--- config.mk ---
export PLATFORM = sky130hd
export DESIGN_NAME = modbus_response_frame_parser
export DESIGN_NICKNAME = d
export VERILOG_FILES = /design/src/design/mrfp_pkg.sv /design/src/design/mrfp_cfg_regs.sv /design/src/design/mrfp_step.sv /design/src/design/modbus_response_frame_parser.sv
export SDC_FILE = /design/constraint.sdc
export NUM_CORES = 1
export LEC_CHECK = 0
export ABC_AREA = 1
export BUFFER_PORTS_ARGS = -buffer_cell sky130_fd_sc_hd__buf_2
export CAP_MARGIN = 15
export CORE_MARGIN = 4
export CORE_UTILIZATION = 56
export CTS_CLUSTER_DIAMETER = 150
export DETAILED_ROUTE_END_ITERATION = 10
export PLACE_DENSITY = 0.79
export SETUP_SLACK_MARGIN = 0.2
export SYNTH_ARGS = -nofsm -noshare
export SYNTH_HDL_FRONTEND = slang
export SYNTH_SLANG_ARGS = --single-unit
--- constraint.sdc ---
create_clock -name clk -period 2.3 [get_ports clk]
set_input_delay 0.23 -clock clk [delete_from_list [all_inputs] [get_ports clk]]
set_output_delay 0.23 -clock clk [all_outputs]
set_load 0.005 [all_outputs]
--- src/design/mrfp_pkg.sv ---
// Shared types, state codes and status codes of the Modbus response frame parser.
package mrfp_pkg;

  // parser state codes
  localparam logic [2:0] ST_IDLE  = 3'd0;
  localparam logic [2:0] ST_ADDR  = 3'd1;
  localparam logic [2:0] ST_CODE  = 3'd2;
  localparam logic [2:0] ST_DATA  = 3'd3;
  localparam logic [2:0] ST_DATA2 = 3'd4;
  localparam logic [2:0] ST_CRCHI = 3'd5;
  localparam logic [2:0] ST_CRCLO = 3'd6;
  localparam logic [2:0] ST_WAIT  = 3'd7;

  // result status codes
  localparam logic [2:0] STS_ACCEPTED    = 3'd0;
  localparam logic [2:0] STS_ADDR_MISM   = 3'd1;
  localparam logic [2:0] STS_CODE_MISM   = 3'd2;
  localparam logic [2:0] STS_UNSUPPORTED = 3'd3;
  localparam logic [2:0] STS_IGNORED     = 3'd4;
  localparam logic [2:0] STS_COMPLETE    = 3'd5;

  // function codes
  localparam logic [7:0] FC_READ_HOLDING = 8'd3;
  localparam logic [7:0] FC_WRITE_COIL   = 8'd5;
  localparam logic [7:0] FC_WRITE_REG    = 8'd6;

  // data bytes of a write single coil / register response
  localparam logic [8:0] SINGLE_DATA_LEN = 9'd4;

  // configuration register indexes and reset values
  localparam logic [7:0] CFG_SLAVE_ADDR = 8'd0;
  localparam logic [7:0] CFG_FUNC_CODE  = 8'd1;
  localparam logic [7:0] SLAVE_ADDR_RST = 8'd0;
  localparam logic [7:0] FUNC_CODE_RST  = 8'd3;

  typedef struct packed {
    logic [2:0] state;
    logic [8:0] data_count;
    logic [7:0] byte_count;
    logic [7:0] frame_func;
    logic [7:0] crc_hi;
  } parse_ctx_t;

  typedef struct packed {
    logic [7:0] slave_addr;
    logic [7:0] func_code;
  } cfg_t;

  typedef struct packed {
    logic [2:0]  status;
    logic [7:0]  data_index;
    logic [7:0]  data_byte;
    logic [15:0] received_crc;
    logic [2:0]  parser_state;
  } result_t;

endpackage

--- src/design/mrfp_cfg_regs.sv ---
// Request match registers written through the configuration channel.
module mrfp_cfg_regs (
  input  logic          clk,
  input  logic          rst,
  input  logic          cfg_valid,
  input  logic [7:0]    cfg_index,
  input  logic [7:0]    cfg_data,
  output mrfp_pkg::cfg_t cfg
);

  always_ff @(posedge clk) begin
    if (rst) begin
      cfg.slave_addr <= mrfp_pkg::SLAVE_ADDR_RST;
      cfg.func_code  <= mrfp_pkg::FUNC_CODE_RST;
    end else if (cfg_valid) begin
      if (cfg_index == mrfp_pkg::CFG_SLAVE_ADDR) begin
        cfg.slave_addr <= cfg_data;
      end else if (cfg_index == mrfp_pkg::CFG_FUNC_CODE) begin
        cfg.func_code <= cfg_data;
      end
    end
  end

endmodule

--- src/design/mrfp_step.sv ---
// Next-state and result logic for one received byte or restart request.
module mrfp_step (
  input  logic                 action,
  input  logic [7:0]           rx_byte,
  input  mrfp_pkg::cfg_t       cfg,
  input  mrfp_pkg::parse_ctx_t ctx,
  output mrfp_pkg::parse_ctx_t ctx_next,
  output mrfp_pkg::result_t    res
);

  logic [8:0] count_inc;
  logic [8:0] bc_plus1;

  assign count_inc = ctx.data_count + 9'd1;
  assign bc_plus1  = {1'b0, ctx.byte_count} + 9'd1;

  always_comb begin
    ctx_next         = ctx;
    res.status       = mrfp_pkg::STS_IGNORED;
    res.data_index   = 8'd0;
    res.data_byte    = 8'd0;
    res.received_crc = 16'd0;

    if (action) begin
      // restart: arm receiver from any state
      ctx_next.state      = mrfp_pkg::ST_ADDR;
      ctx_next.data_count = 9'd0;
      res.status          = mrfp_pkg::STS_ACCEPTED;
    end else begin
      case (ctx.state)
        mrfp_pkg::ST_ADDR: begin
          if (rx_byte == cfg.slave_addr) begin
            ctx_next.state = mrfp_pkg::ST_CODE;
            res.status     = mrfp_pkg::STS_ACCEPTED;
          end else begin
            ctx_next.state = mrfp_pkg::ST_WAIT;
            res.status     = mrfp_pkg::STS_ADDR_MISM;
          end
        end
        mrfp_pkg::ST_CODE: begin
          ctx_next.frame_func = rx_byte;
          if (rx_byte == cfg.func_code) begin
            ctx_next.state = mrfp_pkg::ST_DATA;
            res.status     = mrfp_pkg::STS_ACCEPTED;
          end else begin
            ctx_next.state = mrfp_pkg::ST_WAIT;
            res.status     = mrfp_pkg::STS_CODE_MISM;
          end
        end
        mrfp_pkg::ST_DATA: begin
          if (ctx.frame_func inside {mrfp_pkg::FC_WRITE_COIL, mrfp_pkg::FC_WRITE_REG}) begin
            res.data_index      = ctx.data_count[7:0];
            res.data_byte       = rx_byte;
            res.status          = mrfp_pkg::STS_ACCEPTED;
            ctx_next.data_count = count_inc;
            if (count_inc >= mrfp_pkg::SINGLE_DATA_LEN) begin
              ctx_next.state = mrfp_pkg::ST_CRCHI;
            end
          end else if (ctx.frame_func == mrfp_pkg::FC_READ_HOLDING) begin
            // byte count field, stored as a data byte too
            res.data_index      = ctx.data_count[7:0];
            res.data_byte       = rx_byte;
            res.status          = mrfp_pkg::STS_ACCEPTED;
            ctx_next.byte_count = rx_byte;
            ctx_next.data_count = count_inc;
            ctx_next.state      = (rx_byte != 8'd0) ? mrfp_pkg::ST_DATA2
                                                    : mrfp_pkg::ST_CRCHI;
          end else begin
            ctx_next.state = mrfp_pkg::ST_WAIT;
            res.status     = mrfp_pkg::STS_UNSUPPORTED;
          end
        end
        mrfp_pkg::ST_DATA2: begin
          if (ctx.frame_func == mrfp_pkg::FC_READ_HOLDING) begin
            res.data_index      = ctx.data_count[7:0];
            res.data_byte       = rx_byte;
            res.status          = mrfp_pkg::STS_ACCEPTED;
            ctx_next.data_count = count_inc;
            if (count_inc >= bc_plus1) begin
              ctx_next.state = mrfp_pkg::ST_CRCHI;
            end
          end else begin
            ctx_next.state = mrfp_pkg::ST_WAIT;
            res.status     = mrfp_pkg::STS_UNSUPPORTED;
          end
        end
        mrfp_pkg::ST_CRCHI: begin
          ctx_next.crc_hi = rx_byte;
          ctx_next.state  = mrfp_pkg::ST_CRCLO;
          res.status      = mrfp_pkg::STS_ACCEPTED;
        end
        mrfp_pkg::ST_CRCLO: begin
          res.received_crc = {ctx.crc_hi, rx_byte};
          ctx_next.state   = mrfp_pkg::ST_IDLE;
          res.status       = mrfp_pkg::STS_COMPLETE;
        end
        default: begin
          // idle or waiting: byte is dropped
          res.status = mrfp_pkg::STS_IGNORED;
        end
      endcase
    end

    res.parser_state = ctx_next.state;
  end

endmodule

--- src/design/modbus_response_frame_parser.sv ---
// Modbus RTU response frame parser top level: input register, step logic, result register.
// A request accepted into the input register is parsed by the step logic, and its result
// loads into the result register, raising m_tvalid, once that register is free.
// Throughput: one request per cycle; a full result register that is not taken
// stalls the input register, and s_tready follows m_tready through that path.
// Reset (rst, synchronous): parser idle, counts cleared, match regs at 0 and 3, both empty.
module modbus_response_frame_parser (
  input  logic        clk,
  input  logic        rst,
  // receive side
  input  logic        s_tvalid,
  output logic        s_tready,
  input  logic [7:0]  s_tdata,   // [7:0] rx_byte
  input  logic        s_tuser,   // [0] action (1 = restart receiver)
  // result side
  output logic        m_tvalid,
  input  logic        m_tready,
  output logic [39:0] m_tdata,   // [7:0] data_index, [15:8] data_byte,
                                 // [31:16] received_crc, [34:32] parser_state, [39:35] zero
  output logic [2:0]  m_tuser,   // [2:0] status
  // configuration writes
  input  logic        cfg_valid,
  output logic        cfg_ready,
  input  logic [7:0]  cfg_index, // 0 slave address, 1 function code
  input  logic [7:0]  cfg_data
);

  mrfp_pkg::cfg_t       cfg;
  mrfp_pkg::parse_ctx_t ctx;
  mrfp_pkg::parse_ctx_t ctx_next;
  mrfp_pkg::result_t    res;
  mrfp_pkg::result_t    res_q;

  // input register
  logic       in_valid;
  logic       in_action;
  logic [7:0] in_byte;
  logic       out_free;
  logic       advance;

  // configuration writes are taken every cycle
  assign cfg_ready = 1'b1;

  mrfp_cfg_regs u_cfg (
    .clk       (clk),
    .rst       (rst),
    .cfg_valid (cfg_valid),
    .cfg_index (cfg_index),
    .cfg_data  (cfg_data),
    .cfg       (cfg)
  );

  mrfp_step u_step (
    .action   (in_action),
    .rx_byte  (in_byte),
    .cfg      (cfg),
    .ctx      (ctx),
    .ctx_next (ctx_next),
    .res      (res)
  );

  // result register can load when empty or being drained
  assign out_free = !m_tvalid || m_tready;
  assign advance  = in_valid && out_free;
  assign s_tready = !in_valid || out_free;

  always_ff @(posedge clk) begin
    if (rst) begin
      in_valid <= 1'b0;
    end else if (s_tready) begin
      in_valid <= s_tvalid;
    end
  end

  always_ff @(posedge clk) begin
    if (s_tready && s_tvalid) begin
      in_action <= s_tuser;
      in_byte   <= s_tdata;
    end
  end

  // parser context commits when the request moves into the result register
  always_ff @(posedge clk) begin
    if (rst) begin
      ctx.state      <= mrfp_pkg::ST_IDLE;
      ctx.data_count <= 9'd0;
      ctx.byte_count <= 8'd0;
      ctx.frame_func <= 8'd0;
      ctx.crc_hi     <= 8'd0;
    end else if (advance) begin
      ctx <= ctx_next;
    end
  end

  always_ff @(posedge clk) begin
    if (rst) begin
      m_tvalid <= 1'b0;
    end else if (out_free) begin
      m_tvalid <= in_valid;
    end
  end

  always_ff @(posedge clk) begin
    if (advance) begin
      res_q <= res;
    end
  end

  assign m_tuser = res_q.status;
  assign m_tdata = {5'd0, res_q.parser_state, res_q.received_crc,
                    res_q.data_byte, res_q.data_index};

endmodule

# Word level (Yosys, flattened, before mapping)
# Index checks and enable logic that the tools add are counted.
# totals
regBits	101
inputBits	30
output_inout_bits	46
elab_cells	75
# op_classes
addsub	2
n_lt_le_gt_ge	2
n_eq_ne	14
mux	20
bitwise	4
reduce_logical	17
# op_table
cell	n
one-hot mux 3 bit (6 select lines)	2
one-hot mux 16 bit (2 select lines)	1
two-way mux 12 bit	2
two-way mux 18 bit	1
two-way mux 3 bit	6
one-hot mux 9 bit (2 select lines)	1
two-way mux 17 bit	1
== test 8 x 3 -> 1 bit, second input constant	2
== test 8 bit	2
two-way mux 16 bit	1
adder 8 x 1 -> 9 bit, second input constant	1
adder 9 x 1 -> 9 bit, second input constant	1
== test 3 bit, second input constant	3
greater-or-equal comparator 9 x 3 -> 1 bit, second input constant	1
greater-or-equal comparator 9 bit	1
two-way mux 9 bit	1
AND reduction 3 bit	3
== test 8 x 1 -> 1 bit, second input constant	1
== test 8 x 2 -> 1 bit, second input constant	1
zero test 8 bit	1
nonzero test 8 bit	1
== test 3 x 2 -> 1 bit, second input constant	2
AND reduction 5 bit	1
two-way mux 2 bit	2
other kinds (13)	20

# Depth between registers and ports, before layout
# depth
word_depth	6
mapped_depth	19
mapped_depth_nobuf	19

# Cells and area by module
# Synthesis repeated with hierarchy kept, for this count alone.
# hier_totals
hier_cells	795
area_unflattened_um2	5985.7
# by_module_without_submodules
module	instances	cells_per_inst	area_each_um2	seq_area_each_um2
modbus_response_frame_parser	1	302	3225.6	2172.1
mrfp_step	1	386	2020.7	0.0
mrfp_cfg_regs	1	107	739.5	320.3

# Worst setup path before layout
# OpenSTA, ideal clock, no wires.
# synth_path
path_type	register -> register
startpoint	register, netlist name ctx[24]
endpoint	register res_q, in the netlist m_tdata[32] (data pin)
arrival_time_ns	1.845
slack_ns	0.196
path_stages_with_launch	17
path_cell_list	dfxtp_1 -> ha_1 -> nand3_1 -> xor2_1 -> ha_1 -> nand2_1 -> nand2_1 -> nor2_1 -> nand2_1 -> nand2_1 -> nand2_1 -> nand2_1 -> nand2_1 -> nand2_1 -> nand2_1 -> nand2_1 -> nand3_1
# synth_rtl
element	line_no	source
to (signal assigned)	modbus_response_frame_parser.sv:105	res_q <= res;
to (decl)	modbus_response_frame_parser.sv:32	mrfp_pkg::result_t res_q;

==> impl_table.tex <==
\begin{tabular}{lr}
\hline
Metric & Value \\
\hline
\multicolumn{2}{l}{\textbf{Outcome}} \\
Outcome & finished clean \\
\multicolumn{2}{l}{\textbf{Finish}} \\
Number of antenna cells inserted & 0 \\
Area grow syn2layout & 17.15\% \\
Final net count & 657 \\
Ratio of cells with drive above 1 in the final layout & 21.70\% \\
Post-layout instance count excluding filler cells & 724 \\
Fill cell count & 621 \\
\multicolumn{2}{l}{\textbf{STA}} \\
Hold Fails Final Rpt & 0 \\
Part of the cycle the worst path needs & 92.79\% \\
Final Critical Period & 2.134 ns \\
Slew Limit Headroom & 46.44\% \\
WHS & 0.04374 ns \\
Max-slew violation count & 0 \\
Unrepaired setup endpoints after global routing & true \\
Worst clock skew & 0.01667 ns \\
Fmax achieved & 468.6 MHz \\
Slew of the pin with the lowest slew margin & 0.7990 ns \\
Total negative slack & 0 ns \\
\# setup viols final & 0 \\
Setup slack after layout & 0.1659 ns \\
\multicolumn{2}{l}{\textbf{Run}} \\
Max\_cap viols & 0 \\
\multicolumn{2}{l}{\textbf{Global route}} \\
Vias in the first global route & 3576 \\
Antenna violations before repair & 0 \\
Global-route wire length before repair & 16.98 mm \\
Remaining global-route overflow & 0 \\
Total Routing Usage GR & 21.48\% \\
Maximum number of pins on one net before global-route repair & 44 \\
Global-route track usage on met1 & 29.75\% \\
Global routing's busiest layer & met2 \\
Met3 usage & 3.927\% \\
Met2 GRT Util & 34.25\% \\
\multicolumn{2}{l}{\textbf{Clock network}} \\
Worst-skew pair later-pin latency & 0.36 ns \\
Clock tree from TritonCTS & built \\
CTS sink cnt & 101 \\
Max Root-Sink Buffers & 2 \\
Deepest level of the CTS H-tree & 3 \\
TritonCTS buffer count & 9 \\
Clock transition time at the flip-flop clock pins of the worst setup and hold paths & 0.09 ns \\
Root Driver & sky130\_fd\_sc\_hd\_\_clkbuf\_8 \\
\multicolumn{2}{l}{\textbf{Critical path}} \\
Required time of the critical path & 2.41 ns \\
Library cell appearing most often on the critical path & sky130\_fd\_sc\_hd\_\_nand2\_1 \\
Worst Path Buf+Inv & 0 \\
Critical path peak fanout & 4 \\
Worst path slowest cell & sky130\_fd\_sc\_hd\_\_dfxtp\_4 \\
Worst setup EP type & register \\
Maximum cell stage delay along the critical path & 0.39 ns \\
Worst setup SP type & register \\
Arrival time reported for the critical path endpoint & 2.24 ns \\
Worst setup path class & register to register \\
Family of cells with the greatest summed delay on the critical path & simple AND/OR/NAND/NOR gates \\
Cell-by-cell listing of the critical path & ha\_4 -> nand3\_4 -> xor2\_2 -> ha\_1 -> nand3\_2 -> nor2\_1 -> nor2\_1 -> nand2\_1 -> nand2\_1 -> nand2\_1 -> nand2\_1 -> nand2\_1 -> nand2\_1 -> nand2\_1 -> nand2\_2 -> nand3\_1 \\
\multicolumn{2}{l}{\textbf{Route}} \\
Wirelength, routed & 10.49 mm \\
Via count & 3839 \\
Number of iterations in the first detailed-routing pass & 5 \\
DRC marker count from the first detailed-route iteration & 289 \\
Post-detailed-route via-to-cell ratio & 5.302 \\
Residual DRC count & 0 \\
Mean routed wirelength per cell & 14.49 µm \\
Detail Route Antenna Nets & 0 \\
\multicolumn{2}{l}{\textbf{Die}} \\
Die Footprint & 9820 µm² \\
Starting density of the core & 58.91\% \\
FP Rows & 32 \\
X dimension of the die & 99.10 µm \\
Placeable core region & 7888 µm² \\
Height of the chip & 99.10 µm \\
Number of top-level pins & 76 \\
\multicolumn{2}{l}{\textbf{Synth}} \\
Share of synthesized flip-flops with an asynchronous set or reset & 0\% \\
Flip-flop and latch count after synthesis & 101 \\
Post-synthesis cell count & 536 \\
Number of distinct library cells after synthesis & 35 \\
Number of flops mapped to enable cells by yosys & 47 \\
Post-synth design cell area & 4647 µm² \\
Post-synthesis area per instance & 8.670 µm² \\
Yosys warning count & 0 \\
Dominant register cell in the synthesized netlist & sky130\_fd\_sc\_hd\_\_dfxtp\_1 \\
Post-synthesis sequential area ratio & 53.63\% \\
\multicolumn{2}{l}{\textbf{Power}} \\
Final Power & 3.315 mW \\
Leak & 2.282 nW \\
Ratio of total power to cell area & 609.0 nW/µm² \\
Worst supply voltage drop on vdd & 0.3086 mV \\
\multicolumn{2}{l}{\textbf{Placement}} \\
Final Wtd Congestion & 0.8929 \\
Count of input and output buffers & 69 \\
DP Worst Slack & 0.07891 ns \\
Half-perimeter wire length after detailed placement & 7.543 mm \\
Instance count after placement with tap cells included & 701 \\
\multicolumn{2}{l}{\textbf{Hold path}} \\
Class of the worst hold path & primary input to register \\
\hline
\end{tabular}
==> logic make-up after synthesis <==
kind of cell / Yosys count / synth area share (%)
AO/OA/AOI/OAI: 105 / 12.49
buffers and inverters: 90 / 7.970
flip-flops: 101 / 53.63
adder cells (fa/ha/maj): 10 / 2.693
other: 2 / 0.1616
AND/OR/NAND/NOR: 206 / 18.90
XOR/XNOR: 22 / 4.146
==> registers in the layout, indices dropped and copies added, names as in the netlist <==
signal     flops
u_cfg.cfg     16
ctx           36
m_tvalid       1
m_tdata       35
in_action      1
in_byte        8
m_tuser        3
in_valid       1
==> cells in the final DEF (no fill, tap or decap), types with 4 or more instances in the layout <==
cell	synthesis	routed
sky130_fd_sc_hd__a211oi_1	8	8
sky130_fd_sc_hd__a21oi_1	47	47
sky130_fd_sc_hd__buf_2	5	69
sky130_fd_sc_hd__buf_4	7	18
sky130_fd_sc_hd__clkbuf_8	0	9
sky130_fd_sc_hd__conb_1	2	6
sky130_fd_sc_hd__dfxtp_1	54	47
sky130_fd_sc_hd__dfxtp_2	0	4
sky130_fd_sc_hd__edfxtp_1	47	47
sky130_fd_sc_hd__ha_1	10	8
sky130_fd_sc_hd__inv_1	57	57
sky130_fd_sc_hd__inv_2	10	10
sky130_fd_sc_hd__nand2_1	88	87
sky130_fd_sc_hd__nand3_1	23	20
sky130_fd_sc_hd__nand4_1	7	7
sky130_fd_sc_hd__nor2_1	62	60
sky130_fd_sc_hd__nor3_1	19	19
sky130_fd_sc_hd__o21ai_0	31	30
sky130_fd_sc_hd__o21ai_1	9	9
sky130_fd_sc_hd__xnor2_1	5	4
sky130_fd_sc_hd__xor2_1	17	16
==> repair_timing <==
action                                  4_1_cts  5_1_grt
hold endpoints to repair                      0        0
endpoints found under the setup margin        2       11
setup buffers                                 0        7
gates resized for setup                      15       10
hold buffers                                  0        0
pin swaps                                     1       11
==> layer usage <==
layer / wire (µm) / vias up
met4: 139 / 0
met3: 694 / 17
met2: 4965 / 132
met5: 0 / -
li1: - / 1932
met1: 4690 / 1758
==> synthesized netlist by cell type (5+ instances only) <==
master,number,area [µm²]
sky130_fd_sc_hd__o21ai_1,9,45.04
sky130_fd_sc_hd__a21oi_1,47,235.2
sky130_fd_sc_hd__inv_2,10,37.54
sky130_fd_sc_hd__o21ai_0,31,155.2
sky130_fd_sc_hd__nand3_1,23,115.1
sky130_fd_sc_hd__edfxtp_1,47,1411
sky130_fd_sc_hd__xor2_1,17,148.9
sky130_fd_sc_hd__nand2_1,88,330.3
sky130_fd_sc_hd__nor2_1,62,232.7
sky130_fd_sc_hd__inv_1,57,214.0
sky130_fd_sc_hd__dfxtp_1,54,1081
sky130_fd_sc_hd__buf_4,7,52.55
sky130_fd_sc_hd__a211oi_1,8,60.06
sky130_fd_sc_hd__buf_2,5,25.02
sky130_fd_sc_hd__ha_1,10,125.1
sky130_fd_sc_hd__nand4_1,7,43.79
sky130_fd_sc_hd__clkbuf_1,8,30.03
sky130_fd_sc_hd__xnor2_1,5,43.79
sky130_fd_sc_hd__nor3_1,19,95.09
==> per-stage QoR <==
stage / area [µm²] / util (%)
global route: 5444 / 69.02
finish: 5444 / 69.02
CTS: 5360 / 67.96
floorplan: 4667 / -
detailed placement: 5111 / 64.80
global placement: 5111 / 64.80
==> area by class of cell <==
cell class | count | area, µm² | share of cell area, %
Multi-Input combinational cell | 349 | 1878 | 34.50
Tap cell | 102 | 127.6 | 2.344
Clock buffer | 11 | 131.4 | 2.413
Clock inverter | 5 | 58.81 | 1.080
Timing Repair Buffer | 87 | 480.5 | 8.826
Sequential cell | 101 | 2509 | 46.08
Inverter | 69 | 259.0 | 4.758
==> worst paths after layout <==
kind | depth (start not counted) | startpoint | endpoint | slack (ns)
min | 1 | s_tdata[1] | in_byte[1] | 0.04
max reg2reg | 16 | ctx[25] | m_tdata[32] | 0.17
min reg2reg | 2 | u_cfg.cfg[1] | u_cfg.cfg[1] | 0.50
max | 16 | ctx[25] | m_tdata[32] | 0.17
==> worst reg2reg max path, stage by stage (launching register included) <==
cell and delay, ns:
sky130_fd_sc_hd__dfxtp_4 0.39, sky130_fd_sc_hd__ha_4 0.17, sky130_fd_sc_hd__nand3_4 0.08, sky130_fd_sc_hd__xor2_2 0.20, sky130_fd_sc_hd__ha_1 0.35, sky130_fd_sc_hd__nand3_2 0.07
sky130_fd_sc_hd__nor2_1 0.05, sky130_fd_sc_hd__nor2_1 0.10, sky130_fd_sc_hd__nand2_1 0.06, sky130_fd_sc_hd__nand2_1 0.05, sky130_fd_sc_hd__nand2_1 0.04, sky130_fd_sc_hd__nand2_1 0.05
sky130_fd_sc_hd__nand2_1 0.04, sky130_fd_sc_hd__nand2_1 0.05, sky130_fd_sc_hd__nand2_1 0.06, sky130_fd_sc_hd__nand2_2 0.07, sky130_fd_sc_hd__nand3_1 0.07
==> where the power goes <==
group	switching, mW	internal, mW	leakage (nW)
Combinational	0.167	0.0952	1.30
Sequential	0.0287	1.93	0.887
Clock	0.590	0.509	0.0920
Note: power is estimated with default switching activity, not from simulation.
